[config.mk]
export PLATFORM = sky130hd
export DESIGN_NAME = alert_source_queue_flat
export DESIGN_NICKNAME = d
export VERILOG_FILES = /design/src/rtl/asq_pkg.sv /design/src/rtl/asq_if.sv /design/src/rtl/alert_source_queue.sv /design/src/rtl/asq_ctrl.sv /design/src/rtl/asq_dp.sv /design/src/flat_wrapper.sv
export SDC_FILE = /design/constraint.sdc
export NUM_CORES = 1
export LEC_CHECK = 0
export ABC_AREA = 1
export BUFFER_PORTS_ARGS = -buffer_cell sky130_fd_sc_hd__buf_2
export CAP_MARGIN = 20
export CORE_UTILIZATION = 50
export CTS_CLUSTER_SIZE = 40
export DETAILED_ROUTE_END_ITERATION = 6
export PLACE_DENSITY = 0.78
export SYNTH_ARGS = -nofsm -noshare
export SYNTH_HDL_FRONTEND = slang
export SYNTH_HIERARCHICAL = 1
export SYNTH_SLANG_ARGS = --single-unit
[constraint.sdc]
create_clock -name clk -period 22.8 [get_ports clk]
set_input_delay 2.28 -clock clk [delete_from_list [all_inputs] [get_ports clk]]
set_output_delay 2.28 -clock clk [all_outputs]
set_load 0.005 [all_outputs]
[src/rtl/asq_pkg.sv]
`timescale 1ns / 1ps

package asq_pkg;

    localparam logic [1:0] CMD_TICK   = 2'd0;
    localparam logic [1:0] CMD_SIGNAL = 2'd1;
    localparam logic [1:0] CMD_CANCEL = 2'd2;

    localparam logic [1:0] REG_TIMEOUT = 2'd0;
    localparam logic [1:0] REG_MODE    = 2'd1;
    localparam logic [1:0] REG_MELODY  = 2'd2;
    localparam logic [1:0] REG_VOLUME  = 2'd3;

    localparam int CFG_WIDTH = 40;

    localparam logic [31:0] TIMEOUT_RESET = 32'd60000;
    localparam logic [14:0] MODE_RESET    = 15'h7FFF;

    localparam logic [31:0] HOLD_FIRST = 32'd1000;
    localparam logic [31:0] HOLD_OTHER = 32'd10000;
    localparam logic [31:0] HOLD_LAST  = 32'd15000;
    localparam logic [2:0]  SRC_FIRST  = 3'd0;
    localparam logic [2:0]  SRC_LAST   = 3'd4;

    typedef struct packed {
        logic [1:0]  cmd;
        logic [2:0]  source;
        logic [31:0] now_ms;
    } in_item_t;

    typedef struct packed {
        logic        kind;
        logic [2:0]  src_index;
        logic        acknowledged;
        logic [31:0] alert_time_ms;
        logic        sound_start;
        logic [3:0]  melody;
        logic [7:0]  volume;
        logic        vibro_enable;
        logic        led_enable;
        logic        indications_stop;
        logic [2:0]  queue_count;
        logic        last;
    } out_item_t;

    typedef struct packed {
        logic load_item;
        logic clr_idx;
        logic inc_idx;
        logic drop;
        logic drop_ack;
        logic do_signal;
        logic emit_status;
    } ctl_t;

    typedef struct packed {
        logic       scan_more;
        logic       expired;
        logic       queue_nz;
        logic       out_free;
        logic [1:0] cmd;
    } sts_t;

endpackage

[src/rtl/asq_if.sv]
`timescale 1ns / 1ps

interface asq_in_if;
    logic              valid;
    logic              ready;
    asq_pkg::in_item_t payload;

    modport source (output valid, output payload, input ready);
    modport sink (input valid, input payload, output ready);
endinterface

interface asq_out_if;
    logic               valid;
    logic               ready;
    asq_pkg::out_item_t payload;

    modport source (output valid, output payload, input ready);
    modport sink (input valid, input payload, output ready);
endinterface

[src/rtl/alert_source_queue.sv]
`timescale 1ns / 1ps

// Port     Dir  Handshake      Content
// events   in   valid/ready    cmd, source, now_ms
// records  out  valid/ready    log records, then one status record (last)
// cfg      in   cfg_we         cfg_index selects register, cfg_data
//
// A tick passes through the scan and status states, and a signal or cancel also through its own
// state in between; the expiry scan checks one queued entry at a time and a stalled record holds it.
// Each log or status record is loaded into the output register only when that register is free.
// Reset clears queue size, holdoff times and control, and sets the configuration to its defaults, at once.
// A stalled record holds the scan; a new item is taken only once the last
// record is in the output register.

module alert_source_queue
#(
    parameter int SOURCES = 5
)
(
    input  logic                          clk,
    input  logic                          rst_n,
    input  logic                          cfg_we,
    input  logic [1:0]                    cfg_index,
    input  logic [asq_pkg::CFG_WIDTH-1:0] cfg_data,
    asq_in_if.sink                        events,
    asq_out_if.source                     records
);

    asq_pkg::ctl_t ctl;
    asq_pkg::sts_t sts;

    asq_ctrl u_ctrl
    (
        .clk      (clk),
        .rst_n    (rst_n),
        .in_valid (events.valid),
        .in_ready (events.ready),
        .sts      (sts),
        .ctl      (ctl)
    );

    asq_dp #(.SOURCES(SOURCES)) u_dp
    (
        .clk         (clk),
        .rst_n       (rst_n),
        .cfg_we      (cfg_we),
        .cfg_index   (cfg_index),
        .cfg_data    (cfg_data),
        .in_payload  (events.payload),
        .ctl         (ctl),
        .sts         (sts),
        .out_valid   (records.valid),
        .out_ready   (records.ready),
        .out_payload (records.payload)
    );

    ap_one_item: assert property (@(posedge clk) disable iff (!rst_n)
        (events.valid && events.ready) |=> !events.ready)
        else $error("second transfer taken while an item is in work");

    ap_stop_empty: assert property (@(posedge clk) disable iff (!rst_n)
        (records.valid && records.payload.kind) |->
        (records.payload.indications_stop == (records.payload.queue_count == 3'd0)))
        else $error("stop flag disagrees with queue count");

    ap_last_status: assert property (@(posedge clk) disable iff (!rst_n)
        records.valid |-> (records.payload.last == records.payload.kind))
        else $error("last flag not on the status record");

    ap_log_clean: assert property (@(posedge clk) disable iff (!rst_n)
        (records.valid && !records.payload.kind) |->
        (!records.payload.sound_start && (records.payload.queue_count == 3'd0)))
        else $error("log record carries status fields");

endmodule

[src/rtl/asq_ctrl.sv]
`timescale 1ns / 1ps

module asq_ctrl
(
    input  logic          clk,
    input  logic          rst_n,
    input  logic          in_valid,
    output logic          in_ready,
    input  asq_pkg::sts_t sts,
    output asq_pkg::ctl_t ctl
);

    localparam logic [2:0] ST_IDLE   = 3'd0;
    localparam logic [2:0] ST_SCAN   = 3'd1;
    localparam logic [2:0] ST_CANCEL = 3'd2;
    localparam logic [2:0] ST_SIGNAL = 3'd3;
    localparam logic [2:0] ST_STATUS = 3'd4;

    logic [2:0] state_reg;
    logic [2:0] state_next;

    always_comb
    begin
        state_next = state_reg;
        ctl        = '0;
        in_ready   = 1'b0;
        case (state_reg)
            ST_IDLE:
            begin
                in_ready = 1'b1;
                if (in_valid)
                begin
                    ctl.load_item = 1'b1;
                    ctl.clr_idx   = 1'b1;
                    state_next    = ST_SCAN;
                end
            end
            ST_SCAN:
            begin
                if (!sts.scan_more)
                begin
                    case (sts.cmd)
                        asq_pkg::CMD_CANCEL:
                        begin
                            ctl.clr_idx = 1'b1;
                            state_next  = ST_CANCEL;
                        end
                        asq_pkg::CMD_SIGNAL: state_next = ST_SIGNAL;
                        default:             state_next = ST_STATUS;
                    endcase
                end
                else if (sts.expired)
                begin
                    // removal keeps the index so the shifted-in entry is checked
                    if (sts.out_free)
                    begin
                        ctl.drop = 1'b1;
                    end
                end
                else
                begin
                    ctl.inc_idx = 1'b1;
                end
            end
            ST_CANCEL:
            begin
                if (!sts.queue_nz)
                begin
                    state_next = ST_STATUS;
                end
                else if (sts.out_free)
                begin
                    ctl.drop     = 1'b1;
                    ctl.drop_ack = 1'b1;
                    state_next   = ST_STATUS;
                end
            end
            ST_SIGNAL:
            begin
                ctl.do_signal = 1'b1;
                state_next    = ST_STATUS;
            end
            ST_STATUS:
            begin
                if (sts.out_free)
                begin
                    ctl.emit_status = 1'b1;
                    state_next      = ST_IDLE;
                end
            end
            default:
            begin
                state_next = ST_IDLE;
            end
        endcase
    end

    always_ff @(posedge clk or negedge rst_n)
    begin
        if (!rst_n)
        begin
            state_reg <= ST_IDLE;
        end
        else
        begin
            state_reg <= state_next;
        end
    end

endmodule

[src/rtl/asq_dp.sv]
`timescale 1ns / 1ps

module asq_dp
#(
    parameter int SOURCES = 5
)
(
    input  logic                           clk,
    input  logic                           rst_n,
    input  logic                           cfg_we,
    input  logic [1:0]                     cfg_index,
    input  logic [asq_pkg::CFG_WIDTH-1:0]  cfg_data,
    input  asq_pkg::in_item_t              in_payload,
    input  asq_pkg::ctl_t                  ctl,
    output asq_pkg::sts_t                  sts,
    output logic                           out_valid,
    input  logic                           out_ready,
    output asq_pkg::out_item_t             out_payload
);

    localparam int IW = (SOURCES > 1) ? $clog2(SOURCES) : 1;
    localparam int CW = $clog2(SOURCES + 1);

    logic [31:0] timeout_reg;
    logic [14:0] mode_reg;
    logic [19:0] melody_tab_reg;
    logic [39:0] volume_tab_reg;

    logic [IW-1:0] queue_order_reg [SOURCES];
    logic [31:0]   receive_time_reg [SOURCES];
    logic [31:0]   last_sig_reg [SOURCES];
    logic [CW-1:0] size_reg;
    logic [CW-1:0] idx_reg;

    asq_pkg::in_item_t item_reg;
    logic              snd_reg;
    logic              vib_reg;
    logic              led_reg;
    logic [3:0]        melody_reg;
    logic [7:0]        volume_reg;

    logic               out_valid_reg;
    asq_pkg::out_item_t out_reg;
    asq_pkg::out_item_t out_next;
    logic               out_load;

    logic [IW-1:0] q_at;
    logic [31:0]   rt_at;
    logic          expired;

    logic [IW-1:0] si;
    logic          src_ok;
    logic [31:0]   prev;
    logic [31:0]   hold;
    logic          pass;
    logic          found;
    logic [2:0]    mode_bits;

    assign q_at    = queue_order_reg[idx_reg[IW-1:0]];
    assign rt_at   = receive_time_reg[q_at];
    assign expired = {1'b0, item_reg.now_ms} > ({1'b0, rt_at} + {1'b0, timeout_reg});

    assign si     = item_reg.source[IW-1:0];
    assign src_ok = 4'(item_reg.source) < 4'(SOURCES);
    assign prev   = last_sig_reg[si];

    always_comb
    begin
        if (item_reg.source == asq_pkg::SRC_FIRST)
        begin
            hold = asq_pkg::HOLD_FIRST;
        end
        else if (item_reg.source == asq_pkg::SRC_LAST)
        begin
            hold = asq_pkg::HOLD_LAST;
        end
        else
        begin
            hold = asq_pkg::HOLD_OTHER;
        end
    end

    assign pass = src_ok &&
                  ((prev == 32'd0) ||
                   ({1'b0, item_reg.now_ms} > ({1'b0, prev} + {1'b0, hold})));

    always_comb
    begin
        found = 1'b0;
        for (int k = 0; k < SOURCES; k++)
        begin
            if ((CW'(k) < size_reg) && (queue_order_reg[k] == si))
            begin
                found = 1'b1;
            end
        end
    end

    assign mode_bits = 3'(mode_reg >> (5'(item_reg.source) * 5'd3));

    assign out_load = ctl.drop || ctl.emit_status;

    always_comb
    begin
        out_next = '0;
        if (ctl.drop)
        begin
            out_next.src_index     = 3'(q_at);
            out_next.acknowledged  = ctl.drop_ack;
            out_next.alert_time_ms = rt_at;
        end
        else
        begin
            out_next.kind             = 1'b1;
            out_next.src_index        = (size_reg != '0) ? 3'(queue_order_reg[0]) : 3'd0;
            out_next.sound_start      = snd_reg;
            out_next.melody           = melody_reg;
            out_next.volume           = volume_reg;
            out_next.vibro_enable     = vib_reg;
            out_next.led_enable       = led_reg;
            out_next.indications_stop = (size_reg == '0);
            out_next.queue_count      = 3'(size_reg);
            out_next.last             = 1'b1;
        end
    end

    always_ff @(posedge clk or negedge rst_n)
    begin
        if (!rst_n)
        begin
            timeout_reg    <= asq_pkg::TIMEOUT_RESET;
            mode_reg       <= asq_pkg::MODE_RESET;
            melody_tab_reg <= '0;
            volume_tab_reg <= '0;
            size_reg       <= '0;
            idx_reg        <= '0;
            out_valid_reg  <= 1'b0;
            for (int k = 0; k < SOURCES; k++)
            begin
                last_sig_reg[k] <= '0;
            end
        end
        else
        begin
            if (cfg_we)
            begin
                case (cfg_index)
                    asq_pkg::REG_TIMEOUT: timeout_reg    <= cfg_data[31:0];
                    asq_pkg::REG_MODE:    mode_reg       <= cfg_data[14:0];
                    asq_pkg::REG_MELODY:  melody_tab_reg <= cfg_data[19:0];
                    asq_pkg::REG_VOLUME:  volume_tab_reg <= cfg_data[39:0];
                    default:              timeout_reg    <= timeout_reg;
                endcase
            end

            if (ctl.clr_idx)
            begin
                idx_reg <= '0;
            end
            else if (ctl.inc_idx)
            begin
                idx_reg <= idx_reg + CW'(1);
            end

            if (ctl.drop)
            begin
                size_reg <= size_reg - CW'(1);
            end
            else if (ctl.do_signal && pass && !found && (size_reg < CW'(SOURCES)))
            begin
                size_reg <= size_reg + CW'(1);
            end

            if (ctl.do_signal && pass)
            begin
                last_sig_reg[si] <= item_reg.now_ms;
            end

            if (out_load)
            begin
                out_valid_reg <= 1'b1;
            end
            else if (out_ready)
            begin
                out_valid_reg <= 1'b0;
            end
        end
    end

    always_ff @(posedge clk)
    begin
        if (ctl.load_item)
        begin
            item_reg   <= in_payload;
            snd_reg    <= 1'b0;
            vib_reg    <= 1'b0;
            led_reg    <= 1'b0;
            melody_reg <= '0;
            volume_reg <= '0;
        end

        if (ctl.drop)
        begin
            for (int k = 0; k < SOURCES - 1; k++)
            begin
                if (CW'(k) >= idx_reg)
                begin
                    queue_order_reg[k] <= queue_order_reg[k + 1];
                end
            end
        end

        if (ctl.do_signal && pass)
        begin
            receive_time_reg[si] <= item_reg.now_ms;
            if (!found && (size_reg < CW'(SOURCES)))
            begin
                queue_order_reg[size_reg[IW-1:0]] <= si;
            end
            snd_reg <= mode_bits[0];
            vib_reg <= mode_bits[1];
            led_reg <= mode_bits[2];
            if (mode_bits[0])
            begin
                melody_reg <= 4'(melody_tab_reg >> (5'(item_reg.source) * 5'd4));
                volume_reg <= 8'(volume_tab_reg >> (6'(item_reg.source) * 6'd8));
            end
        end

        if (out_load)
        begin
            out_reg <= out_next;
        end
    end

    assign sts.scan_more = idx_reg < size_reg;
    assign sts.expired   = expired;
    assign sts.queue_nz  = size_reg != '0;
    assign sts.out_free  = !out_valid_reg || out_ready;
    assign sts.cmd       = item_reg.cmd;

    assign out_valid   = out_valid_reg;
    assign out_payload = out_reg;

endmodule
[src/flat_wrapper.sv]
// flat-port wrapper written by rule: the top's interface ports become plain ports
module alert_source_queue_flat 
#(
    parameter int SOURCES = 5
)
  (clk, rst_n, cfg_we, cfg_index, cfg_data, events_valid, events_payload, events_ready, records_valid, records_payload, records_ready);
  asq_in_if events_i ();
  asq_out_if records_i ();
  input  logic clk;
  input  logic rst_n;
  input  logic cfg_we;
  input  logic [1:0] cfg_index;
  input  logic [asq_pkg::CFG_WIDTH-1:0] cfg_data;
  input wire logic [$bits(events_i.valid)-1:0] events_valid;
  input wire logic [$bits(events_i.payload)-1:0] events_payload;
  output wire logic [$bits(events_i.ready)-1:0] events_ready;
  output wire logic [$bits(records_i.valid)-1:0] records_valid;
  output wire logic [$bits(records_i.payload)-1:0] records_payload;
  input wire logic [$bits(records_i.ready)-1:0] records_ready;
  assign events_i.valid = events_valid;
  assign events_i.payload = events_payload;
  assign events_ready = events_i.ready;
  assign records_valid = records_i.valid;
  assign records_payload = records_i.payload;
  assign records_i.ready = records_ready;
  alert_source_queue #(.SOURCES(SOURCES)) u_core (.clk(clk), .rst_n(rst_n), .cfg_we(cfg_we), .cfg_index(cfg_index), .cfg_data(cfg_data), .events(events_i), .records(records_i));
endmodule
* Yosys cells after proc, flatten, opt, wreduce, memory -nomap -nowiden
Memory sizes are Yosys's and may differ from the RTL's.
Cells that the tools add are included.
Widths: inputs -> output; s select.
** Word-level totals
- Bits of input ports :: 84
- Memory bits (writable) :: 175
- Logic and storage cells :: 189
- Register bits :: 386
- Output and inout port bits :: 59
- Memories :: 2
** Operators by class
- Muxes and demuxes :: 76
- Reductions and logical operators :: 33
- Shift operators :: 3
- Add/sub/neg operators :: 5
- $mul :: 1
- Eq/ne operators :: 19
- $lt $le $gt $ge :: 16
- Bitwise logic cells :: 1
** Memory list
- u_core.u_dp.receive_time_reg :: words 5, bits a word 32, read ports 1, clocked after memory_dff 0, write ports 1, line asq_dp.sv:30 : logic [31:0] receive_time_reg [SOURCES];
- u_core.u_dp.queue_order_reg :: words 5, bits a word 3, read ports 6, clocked after memory_dff 0, write ports 4, line asq_dp.sv:29 : logic [IW-1:0] queue_order_reg [SOURCES];
** Operator list (count)
- $bwmux 160 :: 1
- $mux 32 :: 4
- $bmux 32 s3 :: 1
- $demux 32 s3 :: 1
- $add 32x32->33 :: 2
- $gt 32x33->1 :: 2
- $mux 1 :: 41
- $shr 40x6->8 :: 1
- $mux 3 :: 13
- $logic_not 32->1 :: 1
- $mux 8 :: 3
- $shr 20x5->4 :: 1
- $eq 3x3->1 :: 5
- $pmux 3 s5 :: 1
- $shr 15x5->3 :: 1
- $mux 13 :: 1
- $mux 4 :: 3
- $logic_and 1x1->1 :: 11
- $logic_not 3->1 :: 3
- $mux 2 :: 4
- $reduce_and 2->1 :: 4
- $reduce_bool 2->1 :: 4
- $add 3x1->3 const B :: 2
- $eq 2x2->1 const B :: 3
- 28 further kinds :: 41

* Longest topological paths before layout
An unclocked memory read counts as a cell.
- Word-level depth :: 15
- Depth in mapped cells :: 49
- Depth with buffers taken out :: 45

* By module
Netlist, hierarchy kept.
** By module, submodules not included
- asq_dp :: instances 1, cells each 2973, area an instance 27492.6 sq um, seq. area each 15532.4 sq um
- asq_ctrl :: instances 1, cells each 49, area an instance 310.3 sq um, seq. area each 75.1 sq um

* Worst setup path before layout
Ideal clock, no wire load.
- Kind :: reg-to-reg
- From :: register u_core.u_dp.idx_reg[1]
- To :: register u_core.u_dp.out_reg (netlist bit u_core/u_dp/out_payload[0]), enable pin
- Setup time :: 0.410 ns
- Path slack :: 15.507 ns
- Arrival :: 6.882 ns
- Cell stages (with the launch flop) :: 42
- Path buffers :: 4
- Required time :: 22.390 ns
- Period minus slack after synthesis :: 7.293 ns
- Cell sequence :: dfrtp_1 clkinv_1 nor2_1 o21ai_0 o22ai_1 inv_1 nand2_1 clkbuf_1 clkbuf_1 nor2_1 o22ai_1 nand2_1 nand2_1 ha_1 inv_1 fa_1 inv_1 nand3_1 (+6 left out) o21bai_1 a21oi_1 o21ai_0 xnor2_1 ha_1 inv_1 nor3_1 nor3b_1 nand3_1 nor3_1 nor2_1 nor2_1 buf_4 nand2_1 o22ai_1 clkbuf_1 nor2_1 inv_1
** RTL lines
- from (decl) :: line asq_dp.sv:33 : logic [CW-1:0] idx_reg;
- from (signal assigned) :: line asq_dp.sv:162 : idx_reg <= idx_reg + CW'(1);
- to (signal assigned) :: line asq_dp.sv:232 : out_reg <= out_next;
- to (decl) :: line asq_dp.sv:43 : asq_pkg::out_item_t out_reg;

==> impl_metrics.ini <==
[cts]
cts_resized = 0
clk_latency_ns = 0.64
cts_tree = done
clock-sinks = 569
cts_max_level = 2
postCtsSetupBuffers = 0
ctsRootBufferMaster = clkbuf_16
cts-buffers-inserted = 56
clockBufferDepth = 3
postCtsHoldBufs = 0
clkTransAtPathRegs_ns = 0.06

[placed_design]
io_buffers = 142
placed_cell_area_um2 = 29200
hpwl_um = 50400
gp_congestion = 0.988

[global_route]
track_usage_pct = 27.7
antenna_found_initial = 1
overflow = 0
grt_first_pass_wirelength_um = 120000
grt_pass1_vias = 21300
grt_max_degree = 161

[timing]
min_period_over_period_pct = 38.6
fin_tns_setup_ns = 0
grt_setup_unrepaired = no
period_minus_slack_ns = 8.79
fmaxAchievable_ghz = 0.114
setup_violations = 0
slew_headroom_pct = 29.0
finalHoldViolCount = 0
maxSlewViolCount = 0
fin_skew_ns = 0.0356
timing.hold.ws_ns = 0.472
tightest_slew_ns = 1.07

[finish]
nFillCells = 4722
fin_nets = 3338
num_antenna_cells = 0
finish.utilization_pct = 56.6
multi_input_area_um2 = 10700
regArea_um2 = 15600
layout-drive-gt1-share_pct = 10.5
area_growth_pct = 12.0
finalInstanceArea_um2 = 31100

[pwr]
p_per_area_nw_per_um2 = 147
p_leak_nw = 13.7
peakVddDrop_uv = 96.8

[worst_setup_path]
crit_buf_inv = 9
end_kind = register
path_delay_family = buffers and inverters
path_max_fanout = 65
crit_path_frequent_cell = nand2_1
worstSetupPathType = reg2reg
startpoint_type = register
worstPathRequired_ns = 23.05
critPathMaxStageDelay_ns = 0.59
arrival_ns = 9.05
crit_slowest_cell = buf_4

[die]
initial_core_util_pct = 50.6
rows = 86
die_y_um = 238
io_pins = 143
core_area_um2 = 55000
die_area_um2 = 56600
fp.dieW_um = 238

[min_path]
min_path_type = reg2reg

[synth]
ys_types = 54
yosysSeqAreaShare_pct = 56.1
synth_edf_count = 280
avgSynthCellArea_um2 = 9.20
syn-cell-area_um2 = 27800
synth-seq-cells = 569
yosys_warnings = 6
synth_flop_cell = edfxtp_1
syn_inst = 3022
ys_async_sr_fraction_pct = 48.7

[routing]
via_per_inst = 5.63
remaining_drc_errors = 4
firstDrtPassIters = 7
drt-total-wl_um = 77400
wl_per_cell_um = 19.7
drt-initial-drc-count = 2279
num_vias = 22100
postRouteAntennaNets = 0

[flow_run]
drv_cap = 0

[run_status]
outcome = finished with violations
failed_checks = design-rule violations
==> metal layers <==
layer	vias to the layer above	GRT usage [%]	wire length, um
met4	0	9.85	2850
met3	190	4.11	6080
met2	936	47.0	37400
met1	10600	36.0	31000
met5	-	0	0
li1	10400	-	-
==> per-stage QoR <==
step	instances	setup slack [ns]	power (mW)
finish	3933	14.01	4.59
global route	3933	13.18	4.92
CTS	3931	14.19	4.57
detailed placement	3825	14.26	3.62
global placement	3825	14.52	3.57
floorplan	3030	15.51	2.96
==> report_power, final <==
| group | total [mW] | switching [mW] | internal [mW] | leakage, nW |
|---|---|---|---|---|
| Sequential | 1.53 | 0.158 | 1.37 | 6.29 |
| Clock | 0.945 | 0.405 | 0.540 | 0.910 |
| Combinational | 2.11 | 1.41 | 0.705 | 6.51 |
| Total | 4.59 | 1.97 | 2.62 | 13.7 |
==> cell usage after synthesis, types with 14 or more instances <==
cell type / number / area (um^2)
dfrtp_1: 255 / 6380
buf_4: 14 / 105
xnor2_1: 26 / 228
nor2_1: 304 / 1140
o21ai_1: 51 / 255
xor2_1: 43 / 377
ha_1: 115 / 1440
dfstp_2: 22 / 578
o22ai_1: 45 / 282
a21oi_1: 125 / 626
inv_1: 253 / 950
nand3_1: 69 / 345
o211ai_1: 18 / 135
nand2_1: 719 / 2700
nor3_1: 24 / 120
clkbuf_1: 75 / 282
nand4_1: 33 / 206
o21ai_0: 386 / 1930
buf_2: 37 / 185
edfxtp_1: 280 / 8410
==> worst register-to-register path: cells and delay by family, from the launching register on <==
kind                       cells  cell delay [ns]
buffers and inverters          9             2.53
AOI/OAI and AO/OA             11             2.42
and+or+nand+nor               15             1.95
adders and majority gates      3             0.88
DFF                            1             0.53
xor gates and xnor gates       1             0.09
==> worst paths after layout <==
kind                                               startpoint                                         end  slack [ns]  cells after the start
hold / removal              u_core/u_dp/melody_reg[1]$_DFF_P_           u_core/u_dp/melody_reg[1]$_DFF_P_        0.47                      2
min in group asynchronous                               rst_n  u_core/u_dp/melody_tab_reg[12]$_DFFE_PN0P_        1.76                      1
max in group asynchronous                               rst_n    u_core/u_dp/last_sig_reg[62]$_DFFE_PN0P_       19.65                      2
hold reg to reg             u_core/u_dp/melody_reg[1]$_DFF_P_           u_core/u_dp/melody_reg[1]$_DFF_P_        0.47                      2
setup reg to reg           u_core/u_dp/idx_reg[0]$_DFFE_PN0P_   u_core/u_dp/out_payload[31]$_SDFFCE_PN0P_       14.01                     39
setup / recovery           u_core/u_dp/idx_reg[0]$_DFFE_PN0P_   u_core/u_dp/out_payload[31]$_SDFFCE_PN0P_       14.01                     39
==> cell usage in the layout, fill, tap and decap left out, types with 10 or more instances in the layout <==
| cell | n |
|---|---|
| o211ai_1 | 18 |
| xor2_1 | 43 |
| nand4_1 | 33 |
| nor2_1 | 301 |
| o2111ai_1 | 10 |
| nor3_1 | 24 |
| ha_1 | 115 |
| dfxtp_1 | 12 |
| o22ai_1 | 44 |
| o21ai_0 | 386 |
| clkinv_2 | 11 |
| dfstp_2 | 22 |
| buf_4 | 40 |
| inv_1 | 251 |
| nand3_1 | 65 |
| o21ai_1 | 51 |
| buf_2 | 141 |
| xnor2_1 | 26 |
| nand2_1 | 718 |
| dfrtp_1 | 255 |
| clkbuf_1 | 12 |
| clkinv_1 | 12 |
| inv_2 | 11 |
| edfxtp_1 | 280 |
| a21oi_1 | 125 |
| clkbuf_16 | 56 |
==> final cells by class <==
cell class                      count  area share (%)
Clock buffer                       70            4.73
Clock inverter                     36            1.25
Inverter                          264            3.18
Multi-Input combinational cell   2062            34.3
Sequential cell                   569            50.1
Tap cell                          748            3.01
Timing Repair Buffer              184            3.41
==> logic make-up after synthesis <==
group                    synth area share (%)
AND/OR/NAND/NOR                          17.1
AO/OA/AOI/OAI                            13.2
flip-flops                               56.1
buffers and inverters                    5.74
adder cells (fa/ha/maj)                  5.32
XOR/XNOR                                 2.17
multiplexers                            0.324
other                                  0.0135
Power figures use the tool's default switching activity.
